===== config.mk =====
export PLATFORM = sky130hd
export DESIGN_NAME = fcb_queue
export DESIGN_NICKNAME = d
export VERILOG_FILES = /design/src/rtl/core/fcb_pkg.sv /design/src/rtl/core/fcb_queue.sv
export SDC_FILE = /design/constraint.sdc
export NUM_CORES = 1
export LEC_CHECK = 0
export ABC_AREA = 1
export BUFFER_PORTS_ARGS = -buffer_cell sky130_fd_sc_hd__clkbuf_2
export CAP_MARGIN = 25
export CORE_ASPECT_RATIO = 1.4
export CORE_UTILIZATION = 45
export CTS_CLUSTER_DIAMETER = 30
export CTS_CLUSTER_SIZE = 12
export DETAILED_ROUTE_END_ITERATION = 7
export GPL_TIMING_DRIVEN = 0
export PLACE_DENSITY_LB_ADDON = 0.08
export SLEW_MARGIN = 15
export SYNTH_ARGS = -nofsm -noshare
export SYNTH_HDL_FRONTEND = slang
export SYNTH_SLANG_ARGS = --single-unit

===== constraint.sdc =====
create_clock -name clk -period 8.8 [get_ports clk]
set_input_delay 1.76 -clock clk [delete_from_list [all_inputs] [get_ports clk]]
set_output_delay 1.76 -clock clk [all_outputs]
set_load 0.1 [all_outputs]

===== src/rtl/core/fcb_pkg.sv =====
// Shared types, constants and helper functions of the force compensated balance block.
`default_nettype none

package fcb_pkg;

  localparam int AVG_WINDOW_DEF = 100;
  localparam int SUM_W          = 44;
  localparam int QUEUE_DEPTH    = 2;
  localparam int CFG_ADDR_W     = 5;
  localparam int CORDIC_STEPS   = 17;

  localparam logic [19:0]        G_Q16       = 20'd642908;
  localparam logic signed [19:0] HALF_PI_Q16 = 20'sd102944;
  localparam logic signed [19:0] PI_Q16      = 20'sd205887;

  typedef enum logic [2:0] {
    REG_TOTAL_MASS     = 3'd0,
    REG_FORCE_DEADBAND = 3'd1,
    REG_GAIN_KP        = 3'd2,
    REG_GAIN_KD        = 3'd3,
    REG_DRIVE_LIMIT    = 3'd4,
    REG_WHEEL_RADIUS   = 3'd5,
    REG_COM_X_OFFSET   = 3'd6
  } reg_idx_t;

  typedef struct packed {
    logic [30:0]        total_mass;
    logic [30:0]        force_deadband;
    logic [30:0]        gain_kp;
    logic [30:0]        gain_kd;
    logic [30:0]        drive_limit;
    logic [30:0]        wheel_radius;
    logic signed [31:0] com_x_offset;
  } cfg_t;

  typedef struct packed {
    logic signed [SUM_W-1:0] torque_sum;
    logic signed [31:0]      com_x;
    logic signed [31:0]      com_z;
    logic signed [31:0]      pitch_rate;
    logic                    respond;
    logic                    balance;
  } q_entry_t;

  function automatic logic signed [31:0] sat32(input logic signed [65:0] v);
    logic signed [31:0] r;
    if (v > 66'sh0_7FFF_FFFF) begin
      r = 32'sh7FFF_FFFF;
    end else if (v < -66'sh0_8000_0000) begin
      r = 32'sh8000_0000;
    end else begin
      r = v[31:0];
    end
    return r;
  endfunction

  function automatic logic [16:0] atan_entry(input logic [4:0] i);
    logic [16:0] r;
    unique case (i)
      5'd0:    r = 17'd51472;
      5'd1:    r = 17'd30385;
      5'd2:    r = 17'd16055;
      5'd3:    r = 17'd8150;
      5'd4:    r = 17'd4091;
      5'd5:    r = 17'd2047;
      5'd6:    r = 17'd1024;
      5'd7:    r = 17'd512;
      5'd8:    r = 17'd256;
      5'd9:    r = 17'd128;
      5'd10:   r = 17'd64;
      5'd11:   r = 17'd32;
      5'd12:   r = 17'd16;
      5'd13:   r = 17'd8;
      5'd14:   r = 17'd4;
      5'd15:   r = 17'd2;
      5'd16:   r = 17'd1;
      default: r = 17'd0;
    endcase
    return r;
  endfunction

endpackage

`default_nettype wire


===== src/rtl/core/fcb_queue.sv =====
// Short queue of classified items between the front end and the back end.
`default_nettype none

module fcb_queue (
  input  logic              clk,
  input  logic              rst_n,
  input  logic              push,
  input  fcb_pkg::q_entry_t push_data,
  output logic              full,
  input  logic              pop,
  output fcb_pkg::q_entry_t pop_data,
  output logic              empty
);
  import fcb_pkg::*;

  localparam int PW = (QUEUE_DEPTH > 1) ? $clog2(QUEUE_DEPTH) : 1;
  localparam logic [PW-1:0] PTR_LAST  = PW'(QUEUE_DEPTH - 1);
  localparam logic [PW:0]   CNT_DEPTH = (PW + 1)'(QUEUE_DEPTH);

  q_entry_t      slot_r [QUEUE_DEPTH];
  logic [PW-1:0] wr_ptr_r, rd_ptr_r;
  logic [PW:0]   count_r;

  assign full     = (count_r == CNT_DEPTH);
  assign empty    = (count_r == '0);
  assign pop_data = slot_r[rd_ptr_r];

  always_ff @(posedge clk) begin
    if (!rst_n) begin
      wr_ptr_r <= '0;
      rd_ptr_r <= '0;
      count_r  <= '0;
    end else begin
      if (push) wr_ptr_r <= (wr_ptr_r == PTR_LAST) ? '0 : wr_ptr_r + 1'b1;
      if (pop)  rd_ptr_r <= (rd_ptr_r == PTR_LAST) ? '0 : rd_ptr_r + 1'b1;
      if (push && !pop) begin
        count_r <= count_r + 1'b1;
      end else if (pop && !push) begin
        count_r <= count_r - 1'b1;
      end
    end
  end

  always_ff @(posedge clk) begin
    if (push) slot_r[wr_ptr_r] <= push_data;
  end

endmodule

`default_nettype wire


==> impl_metrics.yaml, run 1 <==
status:
  run_status: "complete, no violations"
global_route:
  wire_length_of_the_first_global_routing_pass_um: 29900
  globalRouteOverflowTotal: 0
  antenna_violations_before_repair: 2
  vias_in_the_first_global_route: 5872
  grt_start_max_net_pins: 91
  grt_use_total_pct: 16.2
placed_design:
  pre_cts_ws_ps: 5450
  hpwl_um: 14000
  finalWeightedCongestion: 0.740
  io_buffer_count: 289
  dpl.cell_count: 1078
  dpl-instance-area_sq_mm: 0.0128
clock_tree:
  clock-root-buffer: "sky130_fd_sc_hd__clkbuf_16"
  clkTransAtPathRegs_ps: 50
  cts_max_path_buffers: 3
  cts_buffers: 39
  clock_latency_ps: 500
  clock_tree.htree_level_count: 2
  cts.repair_timing.setup_buffer_count: 0
  cts_hold_repair.buffers: 0
  tritoncts: "built"
  cts_repair_resize_count: 0
  clkSinkCount: 289
die:
  floorplan.rows: 66
  start_util_pct: 46.2
  fp.coreArea_sq_mm: 0.0234
  die-area_sq_mm: 0.0246
  io_pins: 290
  die_width_um: 133
  vertical_extent_of_the_die_um: 185
yosys:
  netlist_area_sq_mm: 0.0108
  synth_fp_nets: 624
  syn_avg_cell_area_sq_um: 22.6
  synth_seq_cells: 289
  yosysWarningCount: 0
  synth_cell_types: 14
  synth_sequential_area_ratio_pct: 79.9
  synthesis.instances: 477
drt:
  routedWlPerCell_um: 17.8
  drc_markers: 0
  route.vias.total: 5528
  drt.antenna.violating_nets: 0
  routed_via_density: 4.82
  dr.first_iter.drc_count: 180
  routed_wl_um: 20400
  drtPass1Iterations: 4
critical_path:
  crit_path_frequent_cell: "sky130_fd_sc_hd__buf_6"
  r2r_setup_slack_ps: 7040
  timing.rr.end: "slot_r[1][10]"
  max_fanout_on_critical_path: 10
  crit_path_end: "pop_data[68]"
  critical-path-slowest-cell: "sky130_fd_sc_hd__clkbuf_2"
  category_of_the_worst_setup_path_launch_point: "flip-flop"
  worstSetupEndpointType: "output port"
  worstPathCellList: "buf_6 > buf_6 > buf_6 > mux2_4 > clkbuf_2"
  worst-setup-path-type: "flip-flop to output port"
  cp_data_arrival_time_ps: 2070
  required_ps: 7040
  regToRegStartpoint: "wr_ptr_r"
  worstRegToRegCells: 3
  critical-path-max-stage-delay_ps: 390
power:
  power-per-cell-area_mw_per_mm2: 275
  leakagePower_nw: 5.61
  max-vdd-ir-drop_mv: 0.181
sta:
  setup_viol: 0
  finalHoldViolCount: 0
  finalCritPeriodShare_pct: 43.5
  max_freq_ghz: 0.261
  final.hold.worst_slack_ps: 502
  unrepaired_setup_endpoints_after_global_routing: "no"
  final-max-slew-violation-count: 0
  min_period_ps: 3830
  timing.clock.skew_ps: 11.4
  worstMarginPinSlew_ps: 747
  maxSlewHeadroom_pct: 50.1
  final_critical_path_setup_slack_ps: 4970
cells_and_area:
  finish.net_count: 960
  area_used_by_multi_input_combinational_logic_sq_mm: 0.00200
  fillerInstances: 1771
  layout.cells.most_common: "sky130_fd_sc_hd__clkbuf_2"
  final_layout_size_suffix_gt1_share_pct: 61.5
  instances_no_fill: 1147
  syn_to_final_growth_pct: 30.3
  finish.instance_area_sq_mm: 0.0141
  register_area_sq_mm: 0.00863
  final_cell_mix: "sky130_fd_sc_hd__clkbuf_2, sky130_fd_sc_hd__edfxtp_1, sky130_fd_sc_hd__mux2_4, sky130_fd_sc_hd__mux2_2, sky130_fd_sc_hd__clkbuf_16"
flow_run:
  cap_violations: 0
worst_hold_path:
  worst_hold_path.num_cells: 2
  hp-class: "flip-flop to flip-flop"
==> report_power, final <==
| part | switching (mW) | internal [mW] | total [mW] |
|---|---|---|---|
| registers | 0.0170 | 1.60 | 1.61 |
| logic | 0.570 | 0.154 | 0.724 |
| clock network | 0.552 | 0.987 | 1.54 |
| total | 1.14 | 2.74 | 3.88 |
==> cells in the mapped netlist (all sizes together) <==
| library cell | count | share of area (%) |
|---|---|---|
| a21oi | 1 | 0.046 |
| buf | 16 | 1.3 |
| nand3 | 1 | 0.046 |
| inv | 8 | 0.28 |
| nand4 | 1 | 0.058 |
| dfxtp | 5 | 0.93 |
| mux2 | 142 | 18 |
| edfxtp | 284 | 79 |
| nor2 | 9 | 0.31 |
| o21ai | 1 | 0.046 |
| ha | 1 | 0.12 |
| nand2 | 8 | 0.28 |
==> state kept, by name (all words and copies together), names as in the netlist, named ones only <==
signal    flops
count_r       2
rd_ptr_r      1
slot_r      284
wr_ptr_r      1
==> worst max-delay path, delay by kind of cell, from the launching register on <==
kind | cells | cell delay (ps)
buffers and inverters | 4 | 930
flip-flops | 1 | 320
multiplexers | 1 | 310
==> how the worst min path moves through the flow <==
stage	from	end	slack [ps]
finish	rd_ptr_r	rd_ptr_r	500
global placement	rd_ptr_r	rd_ptr_r	480
CTS	rd_ptr_r	rd_ptr_r	510
detailed placement	rd_ptr_r	rd_ptr_r	500
floorplan	rd_ptr_r	flip-flop	460
global route	rd_ptr_r	rd_ptr_r	550
==> metal layers <==
layer	vias up	wire (um)	share of wire [%]	track usage [%]
met5	-	0	0	0
met4	0	966	4.7	9.56
met3	70	1740	8.5	5.75
met2	230	10700	52	28.5
met1	2673	6980	34	16.5
li1	2555	-	-	-
==> kinds of logic (layout without fill, tap and decap cells) <==
| logic type | count (synthesis) | after routing | share of synthesized area (%) |
|---|---|---|---|
| and+or+nand+nor | 19 | 19 | 0.695 |
| buffers and inverters | 24 | 386 | 1.60 |
| DFF | 289 | 289 | 79.9 |
| adders and majority gates | 1 | 1 | 0.116 |
| AOI/OAI and AO/OA | 2 | 2 | 0.0926 |
| other | 0 | 2 | 0 |
| muxes | 142 | 142 | 17.6 |
==> final cells by class <==
class,count,share of cell area (%)
Sequential cell,289,61.3
Multi-Input combinational cell,164,14.2
Timing Repair Buffer,295,11.2
Clock buffer,41,6.99
Tap cell,306,2.72
Clock inverter,26,2.17
Buffer,16,1.01
Inverter,8,0.267
Antenna cell,2,0.0356
==> stage by stage <==
step	power, mW	utilization (%)	TNS [ps]
detailed placement	2.37	54.7	0
floorplan	2.25	-	0
global route	3.99	60.2	0
global placement	2.37	54.0	-411890
finish	3.88	60.2	0
CTS	3.92	60.2	0
Note: power is estimated with default switching activity, not from simulation.
==> run 2: changes to the inputs <==
clock period = 3.4 ns   (was 8.8 ns; I/O delays follow)
==> run 2 against run 1 <==
  * Clock skew is 3.8 ps higher
  * Highest routed layer unchanged
  * Largest power group is now clock
  * Critical path depth is the same
  * Non-clock buffer count grew 5
  * Critical endpoint is now pop_data[62]
==> impl_metrics.yaml, run 2 (synthesis gave the netlist of run 1 again) <==
status:
  run_status: "complete, no violations"
clock_tree:
  clkTransAtPathRegs_ps: 50
  tritoncts: "built"
  cts_buffers: 43
  cts_repair_resize_count: 0
  cts.repair_timing.setup_buffer_count: 0
  clock_latency_ps: 520
  clock_tree.htree_level_count: 2
  cts_max_path_buffers: 3
  clock-root-buffer: "sky130_fd_sc_hd__clkbuf_16"
  clkSinkCount: 289
  cts_hold_repair.buffers: 0
global_route:
  vias_in_the_first_global_route: 5996
  grt_use_total_pct: 16.6
  globalRouteOverflowTotal: 0
  antenna_violations_before_repair: 0
  grt_start_max_net_pins: 37
  wire_length_of_the_first_global_routing_pass_um: 30900
critical_path:
  critical-path-max-stage-delay_ps: 390
  crit_path_frequent_cell: "sky130_fd_sc_hd__buf_6"
  worstPathCellList: "buf_6 > buf_6 > buf_6 > mux2_4 > clkbuf_2"
  worstSetupEndpointType: "output port"
  required_ps: 2720
  worst-setup-path-type: "flip-flop to output port"
  critical-path-top-delay-family: "buffers and inverters"
  cp_data_arrival_time_ps: 2070
  critical-path-slowest-cell: "sky130_fd_sc_hd__clkbuf_2"
  category_of_the_worst_setup_path_launch_point: "flip-flop"
  max_fanout_on_critical_path: 10
  path_buf_inv: 4
cells_and_area:
  final_layout_size_suffix_gt1_share_pct: 62.3
  biggest_register: "slot_r"
  finish.instance_area_sq_mm: 0.0145
  top_regs: "slot_r (284), count_r (2)"
  finalCoreUtilization_pct: 61.8
  num_antenna_cells: 0
  layout.cells.most_common: "sky130_fd_sc_hd__clkbuf_2"
  finish.net_count: 969
  final_cell_mix: "sky130_fd_sc_hd__clkbuf_2, sky130_fd_sc_hd__edfxtp_1, sky130_fd_sc_hd__mux2_4, sky130_fd_sc_hd__mux2_2, sky130_fd_sc_hd__clkbuf_16"
  syn_to_final_growth_pct: 33.9
  number_of_flip_flops_in_the_largest_register: 284
sta:
  max_freq_ghz: 0.363
  setup_viol: 0
  worstMarginPinSlew_ps: 676
  total_negative_setup_slacks_ps: 0
  finalCritPeriodShare_pct: 81.0
  timing.clock.skew_ps: 15.2
  min_period_ps: 2750
  unrepaired_setup_endpoints_after_global_routing: "no"
  maxSlewHeadroom_pct: 54.8
  final-max-slew-violation-count: 0
  finalHoldViolCount: 0
die:
  die-area_sq_mm: 0.0246
  vertical_extent_of_the_die_um: 185
  start_util_pct: 46.2
  floorplan.rows: 66
  fp.coreArea_sq_mm: 0.0234
  die_width_um: 133
  io_pins: 290
drt:
  drtPass1Iterations: 5
  route.vias.total: 5522
  routed_wl_um: 20500
  dr.first_iter.drc_count: 241
  drt.antenna.violating_nets: 0
  routedWlPerCell_um: 17.6
  drc_markers: 0
  routed_via_density: 4.75
power:
  power-per-cell-area_mw_per_mm2: 739
  max-vdd-ir-drop_mv: 0.471
  leakagePower_nw: 5.78
  design_power_total_mw: 10.7
placed_design:
  dpl-instance-area_sq_mm: 0.0129
  hpwl_um: 14600
  io_buffer_count: 289
  finalWeightedCongestion: 0.697
worst_hold_path:
  hp-class: "primary input to flip-flop"
flow_run:
  cap_violations: 0
run 2: changes by cell type in the layout (fill, tap and decap cells not counted), sizes merged:
cell and change:
clkinv -1, buf +5, bufinv +3, clkinvlp +2, clkbuf +5, diode -2
inv +3
run 2: final timing paths:
check,start,to,slack (ps),cells past startpoint
max,flip-flop,pop_data[62],650,5
min,push_data[9],slot_r[0][9],350,1
max reg2reg,wr_ptr_r,slot_r[0][101],1590,4
min reg2reg,rd_ptr_r,rd_ptr_r,530,2
run 2: through the flow:
stage | setup slack [ps] | hold slack (ps) | std cells
5_1_grt | 537 | 330 | 1162
2_1_floorplan | 122 | 463 | 477
4_1_cts | 577 | 326 | 1162
3_5_place_dp | 1050 | 496 | 1083
6_report | 646 | 346 | 1162
3_3_place_gp | -1180 | 480 | 1072
run 2: power by group:
part           total [mW]  internal (mW)  switching [mW]
Clock                4.61           3.07            1.54
Combinational        1.90          0.419            1.48
Sequential           4.17           4.13          0.0442
run 2: cell type report:
type / instances / area [sq um]
fillers: 1736 / 8920
flip-flops and latches: 289 / 8630
multi-input cells: 164 / 2000
repair buffers: 300 / 1710
clock buffers: 46 / 1110
clock inverters: 33 / 442
well taps: 306 / 383
plain buffers: 16 / 143
inverters: 8 / 33.8
run 2: layer usage:
metal / wire (um) / global-route usage (%)
met1: 7160 / 17.0
met2: 11200 / 31.0
met3: 1690 / 5.75
met4: 399 / 5.84
met5: 0 / 0
==> run 3: changes to the inputs <==
clock period = 2.8 ns   (was 3.4 ns; I/O delays follow)
==> run 3 against run 2 <==
  * Cell count shrank 0.26%
  * Count of clock-buffer cells in the layout shrank 1
  * Via count grew 0.14%
  * Critical path depth is the same
  * Power grew 21%
  * Die area is the same
  * Non-clock buffer count shrank 1
  * Setup slack lost 480 ps
  * Clock power grew 20%
==> impl_metrics.yaml, run 3 (synthesis gave the netlist of run 1 again) <==
status:
  run_status: "complete, no violations"
clock_tree:
  clkTransAtPathRegs_ps: 50
  cts_repair_resize_count: 0
  clkSinkCount: 289
  cts.repair_timing.setup_buffer_count: 0
  clock-root-buffer: "sky130_fd_sc_hd__clkbuf_16"
  cts_max_path_buffers: 3
  clock_latency_ps: 520
  cts_hold_repair.buffers: 0
  clock_tree.htree_level_count: 2
  tritoncts: "built"
  cts_buffers: 42
drt:
  drt.antenna.violating_nets: 0
  routedWlPerCell_um: 17.5
  route.vias.total: 5530
  drtPass1Iterations: 4
  routed_wl_um: 20200
  dr.first_iter.drc_count: 199
  routed_via_density: 4.77
  drc_markers: 0
placed_design:
  hpwl_um: 14200
  dpl.cell_count: 1082
  pre_cts_ws_ps: 307
  io_buffer_count: 289
  finalWeightedCongestion: 0.733
power:
  leakagePower_nw: 5.75
  power-per-cell-area_mw_per_mm2: 895
  max-vdd-ir-drop_mv: 0.586
die:
  fp.coreArea_sq_mm: 0.0234
  die-area_sq_mm: 0.0246
  floorplan.rows: 66
  io_pins: 290
  die_width_um: 133
  vertical_extent_of_the_die_um: 185
  start_util_pct: 46.2
cells_and_area:
  finish.net_count: 967
  final_layout_size_suffix_gt1_share_pct: 62.0
  final_cell_mix: "sky130_fd_sc_hd__clkbuf_2, sky130_fd_sc_hd__edfxtp_1, sky130_fd_sc_hd__mux2_4, sky130_fd_sc_hd__mux2_2, sky130_fd_sc_hd__clkbuf_16"
  num_antenna_cells: 0
  top_regs: "slot_r (284), count_r (2)"
  syn_to_final_growth_pct: 33.6
  biggest_register: "slot_r"
  instances_no_fill: 1159
  layout.cells.most_common: "sky130_fd_sc_hd__clkbuf_2"
  number_of_flip_flops_in_the_largest_register: 284
flow_run:
  cap_violations: 0
sta:
  finalHoldViolCount: 0
  final-max-slew-violation-count: 0
  final_critical_path_setup_slack_ps: 168
  timing.clock.skew_ps: 11.6
  final.hold.worst_slack_ps: 223
  finalCritPeriodShare_pct: 94.0
  max_freq_ghz: 0.380
  unrepaired_setup_endpoints_after_global_routing: "no"
  setup_viol: 0
  maxSlewHeadroom_pct: 49.7
  min_period_ps: 2630
  worstMarginPinSlew_ps: 753
critical_path:
  max_fanout_on_critical_path: 10
  worst-setup-path-type: "flip-flop to output port"
  worstSetupEndpointType: "output port"
  cp_data_arrival_time_ps: 2070
  category_of_the_worst_setup_path_launch_point: "flip-flop"
  required_ps: 2240
global_route:
  wire_length_of_the_first_global_routing_pass_um: 30000
  grt_start_max_net_pins: 35
  vias_in_the_first_global_route: 5913
  antenna_violations_before_repair: 0
  globalRouteOverflowTotal: 0
  grt_use_total_pct: 16.2
worst_hold_path:
  hp-class: "primary input to flip-flop"
## run 3: changes by cell type in the layout (fill, tap and decap cells not counted)
cell	previous run	this run
sky130_fd_sc_hd__inv_6	6	5
sky130_fd_sc_hd__inv_12	0	1
sky130_fd_sc_hd__nand2_1	8	7
sky130_fd_sc_hd__clkinv_1	4	6
sky130_fd_sc_hd__clkbuf_16	44	42
sky130_fd_sc_hd__inv_1	7	6
sky130_fd_sc_hd__clkbuf_1	2	3
sky130_fd_sc_hd__bufinv_16	9	10
sky130_fd_sc_hd__clkinv_2	5	3
sky130_fd_sc_hd__clkinvlp_4	7	6
sky130_fd_sc_hd__clkinv_4	2	1
sky130_fd_sc_hd__buf_16	6	5
sky130_fd_sc_hd__inv_8	0	1
sky130_fd_sc_hd__nand2_8	0	1
## run 3: power by group
| group | switching (mW) | total (mW) | leakage [nW] | internal, mW |
|---|---|---|---|---|
| clock network | 1.85 | 5.54 | 0.724 | 3.70 |
| logic | 1.79 | 2.29 | 2.32 | 0.502 |
| registers | 0.0554 | 5.07 | 2.71 | 5.02 |
| total | 3.69 | 12.9 | 5.75 | 9.21 |
## run 3: stage by stage
step	utilization, %	power, mW	instance area, sq um	TNS (ps)
finish	61.7	12.9	14400	0
CTS	61.7	13.0	14400	0
floorplan	-	7.04	10800	-82760
detailed placement	55.2	7.47	12900	0
global placement	54.2	7.40	12700	-468370
global route	61.7	13.3	14400	0
## run 3: metal layers
metal	GRT usage [%]	wire length, um	up-vias
met5	0	0	-
met4	6.62	530	0
met3	5.80	1780	41
met2	29.9	11000	212
met1	16.3	6930	2689
li1	-	-	2588
## run 3: cell type report
type                            count  area (sq um)
Clock inverter                     32           455
Multi-Input combinational cell    164          2020
Fill cell                        1720          8950
Buffer                             16           143
Sequential cell                   289          8630
Inverter                            8          46.3
Timing Repair Buffer              299          1680
Clock buffer                       45          1060
Tap cell                          306           383
## run 3: final timing paths
path | start | end | slack, ps | cells after the start
setup / recovery | flip-flop | pop_data[83] | 170 | 5
hold / removal | push_data[67] | slot_r[0][67] | 220 | 1
setup reg to reg | wr_ptr_r | slot_r[0][44] | 820 | 4
hold reg to reg | rd_ptr_r | flip-flop | 510 | 2
## run 3: worst max-delay path, stage by stage (launching register included)
cell and delay (ps):
sky130_fd_sc_hd__dfxtp_1 320, sky130_fd_sc_hd__buf_6 130, sky130_fd_sc_hd__buf_6 200, sky130_fd_sc_hd__buf_6 210
sky130_fd_sc_hd__mux2_4 320, sky130_fd_sc_hd__clkbuf_2 380
